===== src/design/clrng_pkg.sv =====
// types, constants and microcode table of the combined lcg shuffle generator
package clrng_pkg;

  localparam logic [15:0] MUL_ONE     = 16'd40014;
  localparam logic [15:0] MUL_TWO     = 16'd40692;
  localparam logic [30:0] MOD_ONE     = 31'd2147483563;
  localparam logic [30:0] MOD_TWO     = 31'd2147483399;
  // 2^31 folded back into each modulus
  localparam logic [7:0]  FOLD_ONE    = 8'd85;
  localparam logic [7:0]  FOLD_TWO    = 8'd249;
  localparam logic [30:0] WRAP_ADD    = 31'd2147483562;
  localparam logic [30:0] FIRST_INIT  = 31'd1;
  localparam logic [30:0] SECOND_INIT = 31'd123456789;
  localparam int          WARM_EXTRA  = 8;

  typedef logic [3:0] pc_t;

  typedef enum logic {
    GEN_FIRST,
    GEN_SECOND
  } gen_t;

  typedef enum logic [2:0] {
    J_NEXT,
    J_GOTO,
    J_ACCEPT,
    J_LOOP,
    J_OUT
  } jump_t;

  typedef struct packed {
    gen_t  gen;
    logic  idx_ld;
    logic  rd_en;
    logic  wb_first;
    logic  wb_second;
    logic  tbl_wr;
    logic  warm;
    logic  so_first;
    logic  out_ld;
    jump_t jmp;
    pc_t   target;
  } ucw_t;

  typedef struct packed {
    gen_t gen;
    logic idx_ld;
    logic rd_en;
    logic wb_first;
    logic wb_second;
    logic tbl_wr;
    logic warm;
    logic so_first;
    logic out_ld;
    logic accept;
  } ctrl_t;

  localparam pc_t PC_IDLE = 4'd0;
  localparam pc_t PC_D1   = 4'd1;
  localparam pc_t PC_D2   = 4'd2;
  localparam pc_t PC_D3   = 4'd3;
  localparam pc_t PC_D4   = 4'd4;
  localparam pc_t PC_R0   = 4'd5;
  localparam pc_t PC_R1   = 4'd6;
  localparam pc_t PC_R2   = 4'd7;
  localparam pc_t PC_R3   = 4'd8;
  localparam pc_t PC_D0   = 4'd9;

  function automatic ucw_t ucode(pc_t pc);
    ucw_t w;
    w = '0;
    case (pc)
      PC_IDLE: begin
        w.gen = GEN_FIRST; w.idx_ld = 1'b1; w.jmp = J_ACCEPT; w.target = PC_R0;
      end
      PC_D1: begin
        w.gen = GEN_SECOND; w.rd_en = 1'b1; w.jmp = J_NEXT;
      end
      PC_D2: begin
        w.wb_first = 1'b1; w.tbl_wr = 1'b1; w.jmp = J_NEXT;
      end
      PC_D3: begin
        w.wb_second = 1'b1; w.jmp = J_NEXT;
      end
      PC_D4: begin
        w.out_ld = 1'b1; w.jmp = J_OUT; w.target = PC_IDLE;
      end
      PC_R0: begin
        w.gen = GEN_FIRST; w.jmp = J_NEXT;
      end
      PC_R1: begin
        w.jmp = J_NEXT;
      end
      PC_R2: begin
        w.wb_first = 1'b1; w.warm = 1'b1; w.jmp = J_LOOP; w.target = PC_R0;
      end
      PC_R3: begin
        w.so_first = 1'b1; w.jmp = J_NEXT;
      end
      PC_D0: begin
        w.gen = GEN_FIRST; w.idx_ld = 1'b1; w.jmp = J_GOTO; w.target = PC_D1;
      end
      default: begin
        w.jmp = J_GOTO; w.target = PC_IDLE;
      end
    endcase
    return w;
  endfunction

endpackage


===== src/design/clrng_ram.sv =====
// generic single-write, single-read ram with registered read data
module clrng_ram #(
  parameter int WIDTH = 31,
  parameter int DEPTH = 32
) (
  input  logic                     clk,
  input  logic                     we,
  input  logic [$clog2(DEPTH)-1:0] waddr,
  input  logic [WIDTH-1:0]         wdata,
  input  logic                     re,
  input  logic [$clog2(DEPTH)-1:0] raddr,
  output logic [WIDTH-1:0]         rdata
);

  logic [WIDTH-1:0] mem [DEPTH];

  always_ff @(posedge clk) begin
    if (we) begin
      mem[waddr] <= wdata;
    end
    if (re) begin
      rdata <= mem[raddr];
    end
  end

endmodule


===== src/design/clrng_mulmod.sv =====
// pipelined multiply, fold and conditional subtract, shared by both generators
module clrng_mulmod (
  input  logic              clk,
  input  clrng_pkg::gen_t   gen,
  input  logic [30:0]       x,
  output logic [30:0]       red
);
  import clrng_pkg::*;

  logic [46:0] prod;
  gen_t        sel1;
  logic [31:0] fold;
  gen_t        sel2;
  logic [15:0] mul_a;
  logic [7:0]  fold_k;
  logic [23:0] hik;
  logic [31:0] fold_next;
  logic [31:0] modw;
  logic [31:0] diff;

  always_comb begin
    mul_a     = (gen == GEN_FIRST) ? MUL_ONE : MUL_TWO;
    fold_k    = (sel1 == GEN_FIRST) ? FOLD_ONE : FOLD_TWO;
    hik       = prod[46:31] * fold_k;
    fold_next = {8'b0, hik} + {1'b0, prod[30:0]};
    modw      = {1'b0, (sel2 == GEN_FIRST) ? MOD_ONE : MOD_TWO};
    diff      = fold - modw;
    red       = (fold >= modw) ? diff[30:0] : fold[30:0];
  end

  always_ff @(posedge clk) begin
    prod <= x * mul_a;
    sel1 <= gen;
    fold <= fold_next;
    sel2 <= sel1;
  end

endmodule


===== src/design/clrng_seq.sv =====
// microcode sequencer: step counter, control rom and jump logic
module clrng_seq (
  input  logic             clk,
  input  logic             rst,
  input  logic             item_valid,
  input  logic             operation,
  input  logic             warm_last,
  input  logic             out_free,
  output logic             item_ready,
  output clrng_pkg::ctrl_t ctrl
);
  import clrng_pkg::*;

  pc_t  pc;
  pc_t  pc_next;
  ucw_t w;
  logic accept;

  always_ff @(posedge clk) begin
    if (rst) begin
      pc <= PC_IDLE;
    end else begin
      pc <= pc_next;
    end
  end

  always_comb begin
    w          = ucode(pc);
    item_ready = (w.jmp == J_ACCEPT);
    accept     = item_ready && item_valid;

    ctrl.gen       = w.gen;
    ctrl.idx_ld    = w.idx_ld;
    ctrl.rd_en     = w.rd_en;
    ctrl.wb_first  = w.wb_first;
    ctrl.wb_second = w.wb_second;
    ctrl.tbl_wr    = w.tbl_wr;
    ctrl.warm      = w.warm;
    ctrl.so_first  = w.so_first;
    ctrl.out_ld    = w.out_ld && out_free;
    ctrl.accept    = accept;

    case (w.jmp)
      J_NEXT:   pc_next = pc_t'(pc + 4'd1);
      J_GOTO:   pc_next = w.target;
      J_ACCEPT: begin
        if (!accept) begin
          pc_next = pc;
        end else if (operation) begin
          pc_next = w.target;
        end else begin
          pc_next = pc_t'(pc + 4'd1);
        end
      end
      J_LOOP:   pc_next = warm_last ? pc_t'(pc + 4'd1) : w.target;
      J_OUT:    pc_next = out_free ? w.target : pc;
      default:  pc_next = PC_IDLE;
    endcase
  end

endmodule


===== src/design/combined_lcg_shuffle_rng_top.sv =====
// top level of the combined lcg generator with shuffle table
//
//   channel  | handshake                   | payload
//   ---------+-----------------------------+-------------------------------
//   item     | item_valid / item_ready     | operation (1), seed (31)
//   result   | result_valid / result_ready | value (31)
//
// a draw steps both generators through the multiply-reduce unit, and a new item
// is taken only once the sequencer is back in idle; a reseed first runs a warm-up
// that refills the table. the two generators share the pipelined unit, one step
// at a time. after reset the table reads as zero through per-entry valid bits.
// a result that is not taken holds the last step until result_ready.
module combined_lcg_shuffle_rng_top #(
  parameter int TABLE_DEPTH = 32
) (
  input  logic        clk,
  input  logic        rst,
  input  logic        item_valid,
  output logic        item_ready,
  input  logic        operation,
  input  logic [30:0] seed,
  output logic        result_valid,
  input  logic        result_ready,
  output logic [30:0] value
);
  import clrng_pkg::*;

  localparam int          AW      = $clog2(TABLE_DEPTH);
  localparam int          CW      = $clog2(TABLE_DEPTH + WARM_EXTRA);
  localparam logic [31:0] IDX_DIV = 32'(1 + 2147483562 / TABLE_DEPTH);

  ctrl_t             ctrl;
  logic [30:0]       first_lcg;
  logic [30:0]       second_lcg;
  logic [30:0]       shuffle_out;
  logic [AW-1:0]     idx;
  logic [AW-1:0]     idx_next;
  logic [CW-1:0]     cnt;
  logic [TABLE_DEPTH-1:0] vld;
  logic              ent_vld;
  logic [30:0]       rdata;
  logic [30:0]       entry;
  logic [30:0]       red;
  logic [30:0]       mul_x;
  logic [30:0]       seed_eff;
  logic              warm_last;
  logic              warm_wr;
  logic              tbl_we;
  logic [AW-1:0]     tbl_waddr;
  logic              out_free;
  logic [32:0]       diff;
  logic [32:0]       wrapped;
  logic [30:0]       result;

  clrng_seq u_seq (
    .clk        (clk),
    .rst        (rst),
    .item_valid (item_valid),
    .operation  (operation),
    .warm_last  (warm_last),
    .out_free   (out_free),
    .item_ready (item_ready),
    .ctrl       (ctrl)
  );

  clrng_mulmod u_mulmod (
    .clk (clk),
    .gen (ctrl.gen),
    .x   (mul_x),
    .red (red)
  );

  clrng_ram #(
    .WIDTH (31),
    .DEPTH (TABLE_DEPTH)
  ) u_table (
    .clk   (clk),
    .we    (tbl_we),
    .waddr (tbl_waddr),
    .wdata (red),
    .re    (ctrl.rd_en),
    .raddr (idx),
    .rdata (rdata)
  );

  always_comb begin
    mul_x     = (ctrl.gen == GEN_FIRST) ? first_lcg : second_lcg;
    seed_eff  = (seed == 31'd0) ? 31'd1 : seed;
    warm_last = (cnt == '0);
    warm_wr   = ctrl.warm && (cnt < CW'(TABLE_DEPTH));
    tbl_we    = ctrl.tbl_wr || warm_wr;
    tbl_waddr = ctrl.warm ? cnt[AW-1:0] : idx;
    out_free  = !result_valid || result_ready;

    idx_next = '0;
    for (int k = 1; k < TABLE_DEPTH; k++) begin
      if ({1'b0, shuffle_out} >= 32'(k) * IDX_DIV) begin
        idx_next = AW'(k);
      end
    end

    entry   = ent_vld ? rdata : 31'd0;
    diff    = {2'b0, entry} - {2'b0, second_lcg};
    wrapped = (diff[32] || diff == '0) ? diff + {2'b0, WRAP_ADD} : diff;
    result  = wrapped[30:0];
  end

  always_ff @(posedge clk) begin
    if (rst) begin
      first_lcg    <= FIRST_INIT;
      second_lcg   <= SECOND_INIT;
      shuffle_out  <= '0;
      vld          <= '0;
      result_valid <= 1'b0;
    end else begin
      if (ctrl.accept && operation) begin
        first_lcg  <= seed_eff;
        second_lcg <= seed_eff;
      end else begin
        if (ctrl.wb_first) begin
          first_lcg <= red;
        end
        if (ctrl.wb_second) begin
          second_lcg <= red;
        end
      end
      if (ctrl.so_first) begin
        shuffle_out <= first_lcg;
      end else if (ctrl.out_ld) begin
        shuffle_out <= result;
      end
      if (tbl_we) begin
        vld[tbl_waddr] <= 1'b1;
      end
      if (ctrl.out_ld) begin
        result_valid <= 1'b1;
      end else if (result_ready) begin
        result_valid <= 1'b0;
      end
    end
  end

  always_ff @(posedge clk) begin
    if (ctrl.idx_ld) begin
      idx <= idx_next;
    end
    if (ctrl.rd_en) begin
      ent_vld <= vld[idx];
    end
    if (ctrl.accept && operation) begin
      cnt <= CW'(TABLE_DEPTH + WARM_EXTRA - 1);
    end else if (ctrl.warm && !warm_last) begin
      cnt <= cnt - CW'(1);
    end
    if (ctrl.out_ld) begin
      value <= result;
    end
  end

endmodule


===== config.mk =====
export PLATFORM = sky130hd
export DESIGN_NAME = combined_lcg_shuffle_rng_top
export DESIGN_NICKNAME = d
export VERILOG_FILES = /design/src/design/clrng_pkg.sv /design/src/design/clrng_ram.sv /design/src/design/clrng_mulmod.sv /design/src/design/clrng_seq.sv /design/src/design/combined_lcg_shuffle_rng_top.sv
export SDC_FILE = /design/constraint.sdc
export NUM_CORES = 2
export LEC_CHECK = 0
export BUFFER_PORTS_ARGS = -buffer_cell sky130_fd_sc_hd__buf_2
export CAP_MARGIN = 20
export CORE_ASPECT_RATIO = 0.7
export CORE_MARGIN = 4
export CORE_UTILIZATION = 40
export CTS_BUF_LIST = sky130_fd_sc_hd__clkbuf_4 sky130_fd_sc_hd__clkbuf_8
export DETAILED_ROUTE_END_ITERATION = 8
export RECOVER_POWER = 100
export SLEW_MARGIN = 40
export SYNTH_ARGS = -nofsm -noshare
export SYNTH_HDL_FRONTEND = slang
export SYNTH_SLANG_ARGS = --single-unit

===== constraint.sdc =====
create_clock -name clk -period 13.46 [get_ports clk]
set_input_delay 1.346 -clock clk [delete_from_list [all_inputs] [get_ports clk]]
set_output_delay 1.346 -clock clk [all_outputs]
set_load 0.02 [all_outputs]

## After elaboration in Yosys (flattened, before gate mapping)

Memories as Yosys holds them, arrays and structs flattened. A register that Yosys moved wholly into a read port is not among the register bits.
Cells that the tools add are included.

- Bits of input ports: 36
- Output and inout port bits: 33
- Flip-flop bits (word level): 254
- Memory bits (read-only): 0
- Logic and storage cells: 176
- RAM bits: 992
- Memories: 1
- Latch bits: 0

- Order comparisons: 36
- Bitwise operators: 1
- Eq/ne operators: 15
- Reductions and logical operators: 29
- Add/sub/neg operators: 6
- Div/mod/pow operators: 0
- Shift-type cells: 0
- $mul: 2
- Muxes and demuxes: 68

Memory list:

| memory | words | width | read ports | clocked after Yosys merged registers in | wr ports | line | source |
|---|---|---|---|---|---|---|---|
| u_table.mem | 32 | 31 | 1 | 1 | 1 | clrng_ram.sv:15 | `logic [WIDTH-1:0] mem [DEPTH];` |

Operators by type and width:

| operator | number |
|---|---|
| greater-or-equal comparator 31 bit, second input constant | 15 |
| 2-to-1 mux 31 bit | 11 |
| greater-or-equal comparator 31 x 30 -> 1 bit, second input constant | 8 |
| greater-or-equal comparator 31 x 29 -> 1 bit, second input constant | 4 |
| 2-to-1 mux 5 bit | 15 |
| greater-or-equal comparator 31 x 28 -> 1 bit, second input constant | 2 |
| 2-to-1 mux 4 bit | 12 |
| multiplier 31 x 16 -> 47 bit | 1 |
| zero test 33 bit | 1 |
| adder 24 x 31 -> 32 bit | 1 |
| greater-or-equal comparator 32 x 31 -> 1 bit | 1 |
| bitwise OR 32 bit | 1 |
| subtractor 31 x 31 -> 32 bit | 1 |
| adder 31 x 8 -> 31 bit, second input constant | 1 |
| greater-or-equal comparator 31 x 26 -> 1 bit, second input constant | 1 |
| greater-or-equal comparator 31 x 27 -> 1 bit, second input constant | 1 |
| zero test 31 bit | 1 |
| subtractor 31 bit | 1 |
| multiplier 16 x 8 -> 24 bit | 1 |
| one-hot mux 4 bit (5 select lines) | 1 |
| == test 4 x 3 -> 1 bit, second input constant | 4 |
| 2-to-1 mux 1 bit | 16 |
| 2-to-1 mux 8 bit | 2 |
| OR reduction 16 bit | 1 |
| other kinds (31) | 54 |

## Logic depth before layout (Yosys ltp)

- Word-level depth: 31
- Mapped depth: 30
- Gate-level depth less buffers: 29

## Hierarchy

Synthesis repeated with hierarchy kept, for this count alone.

- Cells, all modules: 5439
- Area, all modules: 69272.7 µm²

By module, submodules not included:

| module | times used | sequential area each (µm²) | area each (µm²) | cells an instance |
|---|---|---|---|---|
| clrng_ram | 1 | 30719.5 | 39474.1 | 2192 |
| clrng_mulmod | 1 | 1601.5 | 17972.2 | 1833 |
| combined_lcg_shuffle_rng_top | 1 | 3753.6 | 11332.1 | 1352 |
| clrng_seq | 1 | 80.1 | 494.2 | 62 |

## Least setup slack after synthesis

Ideal clock, no wire load.

- Kind: register to register
- From: reg u_seq.pc[3]
- To: reg u_mulmod.prod[40]
- Period minus slack after synthesis: 8662 ps
- Data required time: 13333 ps
- Path buffers: 2
- Cell stages (with the launch flop): 30
- Setup slack: 4798 ps
- Library setup time: 127 ps
- Arrival: 8534 ps
- Cell sequence: dfxtp_1 clkbuf_1 nor2_1 nand2_1 clkbuf_1 inv_1 nand2_1 nand2_1 inv_1 fa_1 inv_1 fa_1 inv_1 fa_1 fa_1 inv_1 fa_1 fa_1 ha_1 a21o_1 a2111oi_0 a21boi_0 a41o_1 a211o_1 a31o_2 a41o_1 a31o_2 a2111oi_0 nor3_1 xor2_1

RTL lines:

| what | line | source |
|---|---|---|
| from (decl) | clrng_seq.sv:14 | `pc_t pc;` |
| from (signal assigned) | clrng_seq.sv:23 | `pc <= pc_next;` |
| to (signal assigned) | clrng_mulmod.sv:32 | `prod <= x * mul_a;` |
| to (decl) | clrng_mulmod.sv:10 | `logic [46:0] prod;` |

==> impl_metrics.csv <==
group,metric,value,unit
setup_path,critPathRequiredTime,14.21,ns
timing,final-max-slew-violation-count,2047,
clocking,clockBufferDepth,3,
layout,final_net_count,5439,
synthesis,syn_nets,5279,
timing,worst_slew_pin_slew,7.56,ns
synthesis,synth.cell_area,66900,sq um
setup_path,critPathLaunch,"u_seq.pc[3]",
setup_path,r2r_end,"u_mulmod.prod[40]",
synthesis,yosysUniqueCellTypes,94,
layout,multi_input_area,28300,sq um
routing,ant_nets,0,
setup_path,slowest_delay,1.60,ns
run,maxCapViolCount,76,
synthesis,ys_async_sr_fraction,0,%
synthesis,synth.top_cell.area_share,47.6,%
setup_path,critPathBufInv,6,
setup_path,end_kind,"flip-flop",
clocking,post_cts_resized,0,
die,io_pins,69,
setup_path,r2r_cells,27,
synthesis,synth_edf_count,1060,
setup_path,critPathSlowestCell,"clkinvlp_2",
routing,initialDrtViolationCount,4604,
setup_path,cp-start-kind,"flip-flop",
layout,fillCellCount,14844,
setup_path,cp_top_family,"adder cells",
clocking,cts_tree,"built",
clocking,clkSinkCount,1276,
layout,areaGrowthSynthToFinish,9.98,%
synthesis,synth_compound_area_share,6.12,%
die,core,166000,sq um
global_route,grt_pass1_vias,39326,
timing,period_needed,10.81,ns
die,dieWidth,497,microns
layout,num_antenna_cells,0,
die,start_util,40.3,%
clocking,post-cts-setup-buffers,0,
synthesis,yosys-mux-area-fraction,11.4,%
setup_path,timing.rr.start,"u_seq.pc[3]",
routing,wl_per_cell,25.8,microns
timing,period_share,80.3,%
timing,final_hold_viol_count,0,
timing,tns,0,ns
timing,skew,0.0403,ns
routing,firstDrtPassIters,5,
synthesis,synth_xor_area_share,1.65,%
global_route,grt_pass1_wl,272,mm
setup_path,cpMostUsedCell,"fa_1",
synthesis,synth.area.top_cells,"edfxtp_1 48%, fa_1 11%, mux4_2 11%",
synthesis,yosysSeqAreaShare,54.0,%
global_route,antenna_found_initial,4,
layout,area.sequential,36200,sq um
place,io_buffers,68,
synthesis,synth_area_leader_cell,"edfxtp_1",
setup_path,cp_max_fo,76,
layout,final_cell_mix,"1060 x edfxtp_1, 516 x inv_1, 377 x fa_1, 320 x mux4_2, 312 x nor2_1",
worst_hold_path,hp-class,"reg -> reg",
synthesis,avgSynthCellArea,14.6,sq um
run_status,violations,"max-capacitance violations, max-slew violations",
run_status,status,"complete, but fails checks",
layout,mostFrequentLayoutCell,"edfxtp_1",
synthesis,synth_top_family_by_area,"adder cells",
routing,wl,183,mm
setup_path,critPathKind,"reg -> reg",
timing,slew-limit-headroom,-404,%
synthesis,yosys_warnings,0,
synthesis,syn_inst,4578,
clocking,cts_htree_levels,4,
timing,max_freq,92.5,MHz
clocking,cts_root_buffer,"clkbuf_8",
routing,drc_errors,0,
global_route,grt_use_total,21.1,%
clocking,insertion_delay,0.90,ns
place,hpwlAfterDp,125,mm
synthesis,synthFlopType,"edfxtp_1",
timing,finalSetupViolations,0,
synthesis,synth_seq_cells,1276,
timing,grt_setup_unrepaired,"false",
setup_path,path_depth,27,
layout,drive_gt1_share,15.4,%
clocking,clkTransAtPathRegs,0.06,ns
die,rows,125,
place,gp_congestion,0.896,
synthesis,synth-simple-area-share,6.10,%
die,dieArea,174000,sq um
setup_path,cp-endpoint,"u_mulmod.prod[40]",
routing,viasPerCell,5.58,
routing,num_vias,39705,
global_route,grt_max_degree,87,
synthesis,synth_fa_ha_area_share,16.7,%
clocking,cts_buffers,184,
clocking,cts_hold_buf,0,
setup_path,crit_arrival,11.56,ns
die,die_h,350,microns
global_route,grt_overflow_total,0,
setup_path,r2r_setup_slack,2.65,ns
-- cell families after synthesis --
| kind of cell | Yosys count |
|---|---|
| XOR/XNOR | 125 |
| flip-flops | 1276 |
| multiplexers | 359 |
| adder cells (fa/ha/maj) | 665 |
| buffers and inverters | 704 |
| other | 1 |
| AO/OA/AOI/OAI | 591 |
| AND/OR/NAND/NOR | 857 |
-- how the worst min path moves through the flow --
stage / slack, ns / startpoint / to / cells after the start
CTS: 0.45 / second_lcg[18] / second_lcg[18] / 2
detailed placement: 0.44 / second_lcg[18] / second_lcg[18] / 2
global route: 0.49 / second_lcg[18] / second_lcg[18] / 2
global placement: 0.44 / second_lcg[9] / second_lcg[9] / 2
floorplan: 0.39 / u_mulmod.sel1 / u_mulmod.sel2 / 0
finish: 0.46 / second_lcg[18] / second_lcg[18] / 2
-- metrics by stage --
stage,cells,hold WS [ns],worst slack (ns),utilization (%),cell area [sq um]
2_1_floorplan,4578,0.389,4.80,-,66900
3_3_place_gp,6767,0.439,4.14,42.4,70500
3_5_place_dp,6774,0.443,4.13,42.6,70700
4_1_cts,7111,0.452,4.11,44.8,74400
5_1_grt,7111,0.490,1.72,44.3,73600
6_report,7111,0.457,2.65,44.3,73600
-- tightest hold or removal path, cell delays in order (launching register included) --
cell and delay [ns]:
dfxtp_1 0.31, nand2_1 0.05, a21oi_1 0.05
-- cell type report --
cell class,instances,area share (%)
Clock buffer,264,4.33
Clock inverter,73,0.670
Inverter,518,2.64
Multi-Input combinational cell,2598,38.4
Sequential cell,1276,49.1
Tap cell,2222,3.78
Timing Repair Buffer,160,1.03
-- synth_stat cells, types with 44 or more instances --
cell type and instances:
a21o_1 53, and2_1 65, ha_1 288, edfxtp_1 1060
nor2_1 321, nand3_1 51, a211oi_1 44, xnor2_1 80
dfxtp_1 216, nor3_1 48, o21ai_0 83, clkbuf_1 146
mux4_2 320, nand2_1 176, a22oi_1 49, inv_1 517
a21oi_1 136, fa_1 377, xor2_1 44
-- sequential cells by signal, indices dropped and copies added (netlist names) --
register,flops
u_table.mem,992
u_mulmod.prod,46
u_mulmod.fold,32
vld,32
first_lcg,31
second_lcg,31
shuffle_out,31
u_table.rdata,31
value,31
cnt,6
idx,5
u_seq.pc,4
ent_vld,1
result_valid,1
u_mulmod.sel1,1
u_mulmod.sel2,1
-- per-layer routing --
layer,vias to the layer above,routed length (microns),GRT usage (%)
met1,20602,85500,33.1
met2,1723,76600,29.8
met5,-,24,0
met3,233,17000,4.39
li1,17143,-,-
met4,4,4370,5.33
Power is not shown: default switching activity piles up to over one toggle a cycle in this logic, so the estimate is an artifact.
